<file path="config.mk">
export PLATFORM = sky130hd
export DESIGN_NAME = kvm_cell
export DESIGN_NICKNAME = d
export VERILOG_FILES = /design/src/design/kvm_pkg.sv /design/src/design/kvm_cell.sv
export SDC_FILE = /design/constraint.sdc
export NUM_CORES = 1
export LEC_CHECK = 0
export BUFFER_PORTS_ARGS = -buffer_cell sky130_fd_sc_hd__buf_2
export CELL_PAD_IN_SITES_DETAIL_PLACEMENT = 0
export CELL_PAD_IN_SITES_GLOBAL_PLACEMENT = 1
export CORE_AREA = 2 2 257 259
export DETAILED_ROUTE_END_ITERATION = 7
export DIE_AREA = 0 0 259 261
export GPL_TIMING_DRIVEN = 1
export HOLD_SLACK_MARGIN = 0.02
export MAX_ROUTING_LAYER = met4
export PLACE_DENSITY_LB_ADDON = 0.1
export SYNTH_ARGS = -nofsm -noshare
export SYNTH_HDL_FRONTEND = slang
export SYNTH_SLANG_ARGS = --single-unit
</file>
<file path="constraint.sdc">
create_clock -name clk -period 4.46 [get_ports clk]
set_input_delay 0.892 -clock clk [delete_from_list [all_inputs] [get_ports clk]]
set_output_delay 0.892 -clock clk [all_outputs]
set_load 0.01 [all_outputs]
</file>
<file path="src/design/kvm_pkg.sv">
// Shared constants, request/scan/write structs and mask and byte-count clamp helpers for the key-value map.
package kvm_pkg;

    localparam int TABLE_DEPTH     = 64;
    localparam int KEY_BYTES_MAX   = 8;
    localparam int VALUE_BYTES_MAX = 8;
    localparam int IDX_W           = $clog2(TABLE_DEPTH);
    localparam int LIM_W           = $clog2(TABLE_DEPTH + 1);

    localparam logic [1:0] ACT_UPDATE = 2'd0;
    localparam logic [1:0] ACT_LOOKUP = 2'd1;
    localparam logic [1:0] ACT_DELETE = 2'd2;
    localparam logic [1:0] ACT_NEXT   = 2'd3;

    localparam logic [1:0] ST_OK       = 2'd0;
    localparam logic [1:0] ST_NOTFOUND = 2'd1;
    localparam logic [1:0] ST_FULL     = 2'd2;
    localparam logic [1:0] ST_INVALID  = 2'd3;

    localparam logic [1:0] REG_ARRAY_MODE  = 2'd0;
    localparam logic [1:0] REG_KEY_BYTES   = 2'd1;
    localparam logic [1:0] REG_VALUE_BYTES = 2'd2;
    localparam logic [1:0] REG_ENTRY_LIMIT = 2'd3;

    // request as seen by every cell
    typedef struct packed {
        logic              arr;
        logic [63:0]       key_m;
        logic [31:0]       idx;
        logic [LIM_W-1:0]  lim;
    } probe_t;

    // search state handed from cell to cell
    typedef struct packed {
        logic              hit;
        logic [IDX_W-1:0]  hit_idx;
        logic [63:0]       hit_val;
        logic              free_ok;
        logic [IDX_W-1:0]  free_idx;
        logic              first_ok;
        logic [63:0]       first_key;
        logic              after_ok;
        logic [63:0]       after_key;
    } scan_t;

    typedef struct packed {
        logic              en;
        logic [IDX_W-1:0]  idx;
        logic              valid;
        logic [63:0]       key;
        logic [63:0]       value;
    } wr_t;

    function automatic logic [63:0] byte_mask(input logic [3:0] n);
        logic [63:0] m;
        m = '0;
        for (int b = 0; b < 8; b++) begin
            m[8*b +: 8] = (4'(b) < n) ? 8'hFF : 8'h00;
        end
        return m;
    endfunction

    function automatic logic [3:0] sat_bytes(input logic [3:0] n, input logic [3:0] mx);
        logic [3:0] r;
        r = n;
        if (r == 4'd0) r = 4'd1;
        if (r > mx) r = mx;
        return r;
    endfunction

endpackage

</file>
<file path="src/design/kvm_cell.sv">
// One slot of the map: stored entry plus one stage of the search chain.
module kvm_cell (
    input  logic                      clk,
    input  logic                      rst_n,
    input  logic [kvm_pkg::IDX_W-1:0] idx,
    input  kvm_pkg::probe_t           probe,
    input  logic                      clear,
    input  kvm_pkg::wr_t              wr,
    input  logic                      tok_in,
    input  kvm_pkg::scan_t            acc_in,
    output logic                      tok_out,
    output kvm_pkg::scan_t            acc_out
);
    import kvm_pkg::*;

    logic        valid_reg, valid_next;
    logic [63:0] key_reg, key_next;
    logic [63:0] val_reg, val_next;
    logic        tok_reg;
    scan_t       acc_reg, acc_next;
    logic        match;
    logic        below_lim;

    assign below_lim = LIM_W'(idx) < probe.lim;
    assign match = valid_reg && (probe.arr ? (probe.idx == 32'(idx))
                                           : (key_reg == probe.key_m));

    always_comb
    begin
        acc_next = acc_in;
        if (!acc_in.hit && match)
        begin
            acc_next.hit     = 1'b1;
            acc_next.hit_idx = idx;
            acc_next.hit_val = val_reg;
        end
        else if (acc_in.hit && valid_reg && !acc_in.after_ok)
        begin
            acc_next.after_ok  = 1'b1;
            acc_next.after_key = key_reg;
        end
        if (!valid_reg && below_lim && !acc_in.free_ok)
        begin
            acc_next.free_ok  = 1'b1;
            acc_next.free_idx = idx;
        end
        if (valid_reg && !acc_in.first_ok)
        begin
            acc_next.first_ok  = 1'b1;
            acc_next.first_key = key_reg;
        end
    end

    always_comb
    begin
        valid_next = valid_reg;
        key_next   = key_reg;
        val_next   = val_reg;
        if (clear)
        begin
            // array mode refills every slot below the limit with key = index
            valid_next = probe.arr && below_lim;
            key_next   = 64'(idx);
            val_next   = '0;
        end
        else if (wr.en && wr.idx == idx)
        begin
            valid_next = wr.valid;
            key_next   = wr.key;
            val_next   = wr.value;
        end
    end

    always_ff @(posedge clk or negedge rst_n)
    begin
        if (!rst_n)
        begin
            valid_reg <= 1'b0;
            tok_reg   <= 1'b0;
        end
        else
        begin
            valid_reg <= valid_next;
            tok_reg   <= tok_in;
        end
    end

    always_ff @(posedge clk)
    begin
        key_reg <= key_next;
        val_reg <= val_next;
        acc_reg <= acc_next;
    end

    assign tok_out = tok_reg;
    assign acc_out = acc_reg;

endmodule

</file>
-- Yosys cells after proc, flatten, opt, wreduce, memory -nomap -nowiden
Index checks and enable logic that the tools add are counted.
- $lt $le $gt $ge: 1
- equal/unequal tests: 3
- mux-type cells: 10
- reductions and logical operators: 15
- operators with widths (kind ; count):
    65-bit 2-to-1 mux ; 2
    70-bit 2-to-1 mux ; 1
    64-bit equality test ; 1
    64-bit 2-to-1 mux ; 1
    32-bit by 6-bit equality test with 1-bit output ; 1
    6-bit 2-to-1 mux ; 3
    1-bit logical AND ; 9
    6-bit by 7-bit < comparator with 1-bit output ; 1
    6-bit equality test ; 1
    1-bit logical NOT ; 5
    1-bit 2-to-1 mux ; 3
    2-bit nonzero test ; 1
- flip-flop bits (word level): 338
- input bits: 458

-- Depth between registers and ports, before layout
- depth in word-level cells: 5
- gate-level depth with buffers: 8
- gate-level depth less buffers: 7

-- Least setup slack after synthesis
No wires, ideal clock.
- kind: input -> register
- start: input port probe[26] (netlist bit)
- end: register acc_reg, in the netlist acc_out[137]
- setup time: 0.121 ns
- arrival time: 2.920 ns
- required time: 4.339 ns
- path slack: 1.419 ns
- cell stages on the path: 6
- path buffers: 1
- path through: or4_1 or4_1 o41ai_4 o2111ai_4 buf_6 mux2_4
- RTL lines (item ; RTL line ; RTL):
    from (decl) ; kvm_cell.sv:6 ; input kvm_pkg::probe_t probe,
    to (signal assigned) ; kvm_cell.sv:92 ; acc_reg <= acc_next;
    to (decl) ; kvm_cell.sv:20 ; scan_t acc_reg, acc_next;

==> metrics.txt <==
detailed-route via count=around 11,000; Crit path depth=7; combinational power share=0.113; CP cell instances=xor2_1 > nor4_1 > nand4_1 > nor4_2 > o2111ai_4 > buf_4 > mux2_4; Worst Setup Path Type=flip-flop to flip-flop; slew margin rel.=0.348; deepest clock path buffer count=3; Final Hold Viols=0; Adder-Cell Fraction of Synth Area=0.00504; Area growth syn-to-layout=46.1%; sequential fraction of the synthesis area=0.551; die area=0.0676 mm2; post-CTS sizing=0; Mapped Cells=1,120; Synth cell types=32; Avg Cell Area, Syn=~11 um2; ANT nets after route=0; Die Span Y=261 um; crit path to=acc_out[199]; Global Route Usage Sum=0.176; total setup buffers inserted after CTS=0; Inserted Clock Buffers=44; XOR/XNOR share of the synthesized area=0.0536; RSZ-0062 raised after global routing=false; CP endpoint kind=flip-flop; Clk pwr share=0.460; hold_buf cts=0; Max Slew Vio Count=0; final net count=between 2,000 and 2,500; Largest stage delay, worst path=around 0.68 ns; H-tree depth=2; Simple-Gate Fraction of Synth Area=0.0960; clk sinks=338; Max Freq=282 MHz; reg2reg setup slack=0.91 ns; io pins=roughly 670; Initial Util=0.191; Worst R2R Start=key_reg[2]; vias in the first global route=between 10,000 and 15,000; crit path max fanout=45; Reg2Reg Depth=7; Die X=~260 um; Leak=approximately 8.4 nW; core area=roughly 0.065 mm2; first-pass GRT wire length=81,800 um; synthesized area=around 0.012 mm2; max reg flops=~210; Tcrit/Tclk final=0.796; CTS tree=built; Hold Crit Class=input pin to asynchronous set/reset pin; mux share of post-synthesis cell area=0.211; grt ovf=0; Synth Register Bits=338; crit start category=flip-flop; FP Rows=94; Sw Ratio=0.244; register share of total power=0.427; Setup WS post-layout=roughly 0.9 ns; P per Cell Area=about 420 mW/mm2; endpoints failing setup=0; Switching Power=1.85 mW; VDD IR-drop max=0.244 mV; maximum number of pins on one net before global-route repair=124; post-synthesis compound-gate area fraction=0.0584; share of layout cells above drive strength 1=0.527; Worst Path Required=4.90 ns; Buffers on Ports=roughly 670; Worst Skew=between 0.015 and 0.02 ns; Post-Place Setup Slack=approximately 0.2 ns; total length of routed wires=59,900 um; internal power=5.76 mW; Slowest cell on crit path=nor4_1; worst setup path start=key_reg[2]; Buf+Inv Stages, Crit Path=1; drt wl/cell=between 20 and 25 um; Root Driver=clkbuf_16; FILL cells=approximately 7,100; worst-skew pair later-pin latency=approximately 0.56 ns; outcome=finished clean; worst-margin pin slew=about 1 ns; initial antenna violation count=22; setup TNS=0 ns; DRT Pass-1 Iters=4; initial detailed-routing violation count=around 340; largest family of logic cells by synthesized area=multiplexers; Final HPWL DP=46,500 um; Placer Congestion=between 0.8 and 0.9; maxcap violations=0; crit path time final=about 3.5 ns; Arrival @ worst endpoint=roughly 4 ns; clock-pin slew on the worst setup and hold paths=roughly 0.06 ns; Reg2Reg Capture Point=acc_out[199]; DRC Markers=0; CP top delay family=simple AND/OR/NAND/NOR gates; syn_nets=around 1,600; Yosys warnings=0; via/cell ratio=3.97
## layout by cell type, fill, tap and decap left out, types with 2 or more instances in the layout
cell / instances
dfrtp_1: 2
mux2_4: 69
ha_1: 5
nor4_1: 21
clkbuf_8: 8
mux2_2: 141
buf_4: 8
clkinv_2: 3
nand2_1: 245
clkbuf_16: 46
nand2b_1: 4
clkbuf_1: 16
a21o_1: 4
diode_2: 18
edfxtp_1: 6
xor2_1: 70
nand4_1: 6
bufinv_16: 2
a21oi_1: 123
buf_2: 665
xnor2_1: 6
buf_12: 4
inv_1: 6
or4_1: 2
dfxtp_1: 330
## cell families after synthesis
| logic type | after synthesis |
|---|---|
| AOI/OAI and AO/OA | 133 |
| xor gates and xnor gates | 76 |
| adders and majority gates | 5 |
| buffers and inverters | 69 |
| DFF | 338 |
| muxes | 210 |
| and+or+nand+nor | 289 |
## layout make-up
class / count / area (um2) / share of cell area
sequential: 338 / 6840 / 0.377
multi-input combinational: 713 / 5290 / 0.292
timing repair buffer: 677 / 3470 / 0.191
clock buffer: 70 / 1320 / 0.0728
tap: 864 / 1080 / 0.0596
clock inverter: 5 / 75.1 / 0.00414
antenna: 18 / 45.0 / 0.00248
inverter: 6 / 22.5 / 0.00124
## cell usage after synthesis
cell type | n | area (um2)
and2_1 | 1 | 6.26
a21oi_1 | 123 | 616
ha_1 | 5 | 62.6
or4_1 | 2 | 15.0
dfxtp_1 | 330 | 6610
o41ai_4 | 1 | 27.5
nand3b_1 | 1 | 7.51
dfrtp_1 | 2 | 50.1
inv_1 | 6 | 22.5
o21ai_0 | 1 | 5.00
edfxtp_1 | 6 | 180
or2_2 | 1 | 6.26
or3_1 | 1 | 6.26
buf_6 | 7 | 78.8
a211oi_1 | 1 | 7.51
a21o_1 | 4 | 30.0
clkbuf_1 | 56 | 210
o2111ai_4 | 1 | 26.3
mux2_4 | 69 | 1040
a221oi_1 | 1 | 8.76
xnor2_1 | 6 | 52.6
nor2_1 | 1 | 3.75
nand3_1 | 1 | 5.00
mux2_2 | 141 | 1590
nand4_1 | 6 | 37.5
nor3_1 | 2 | 10.0
and3_1 | 1 | 6.26
xor2_1 | 70 | 613
o21ai_1 | 1 | 5.00
nor4_1 | 22 | 138
nand2b_1 | 5 | 31.3
nand2_1 | 245 | 920
## per-stage QoR
stage	area, um2	power, mW	util	std cells	hold WS [ns]
after floorplan	12400	3.68	-	1120	0.436
after global placement	16700	4.19	0.257	2598	0.442
after detailed placement	16700	4.20	0.257	2598	0.447
after CTS	18100	7.78	0.278	2673	0.0726
after global routing	18100	7.94	0.279	2690	0.0789
final	18100	7.61	0.279	2691	0.116
## power groups by stage
| stage | sequential [mW] | clock [mW] | combinational, mW |
|---|---|---|---|
| 2_1_floorplan | 3.38 | 0 | 0.300 |
| 3_3_place_gp | 3.31 | 0 | 0.879 |
| 3_5_place_dp | 3.32 | 0 | 0.881 |
| 4_1_cts | 3.25 | 3.64 | 0.885 |
| 5_1_grt | 3.26 | 3.75 | 0.928 |
| 6_report | 3.25 | 3.50 | 0.861 |
## per-layer routing
| layer | wire length [um] | GRT usage | vias to the layer above | part of all wire |
|---|---|---|---|---|
| met4 | 1790 | 0.0578 | 0 | 0.030 |
| met3 | 5270 | 0.0623 | 83 | 0.088 |
| met2 | 29900 | 0.305 | 451 | 0.50 |
| li1 | - | - | 5119 | - |
| met5 | 0 | - | - | 0 |
| met1 | 23000 | 0.185 | 5019 | 0.38 |
## worst min path at each step
stage          cells past startpoint  slack [ns]     endpoint   startpoint
2_1_floorplan                      2        0.44   val_reg[0]   val_reg[0]
4_1_cts                            1        0.07      tok_out        rst_n
6_report                           1        0.12    valid_reg        rst_n
3_3_place_gp                       2        0.44  val_reg[24]  val_reg[24]
5_1_grt                            1        0.08      tok_out        rst_n
3_5_place_dp                       2        0.45  val_reg[60]  val_reg[60]
Note: power is estimated with default switching activity, not from simulation.
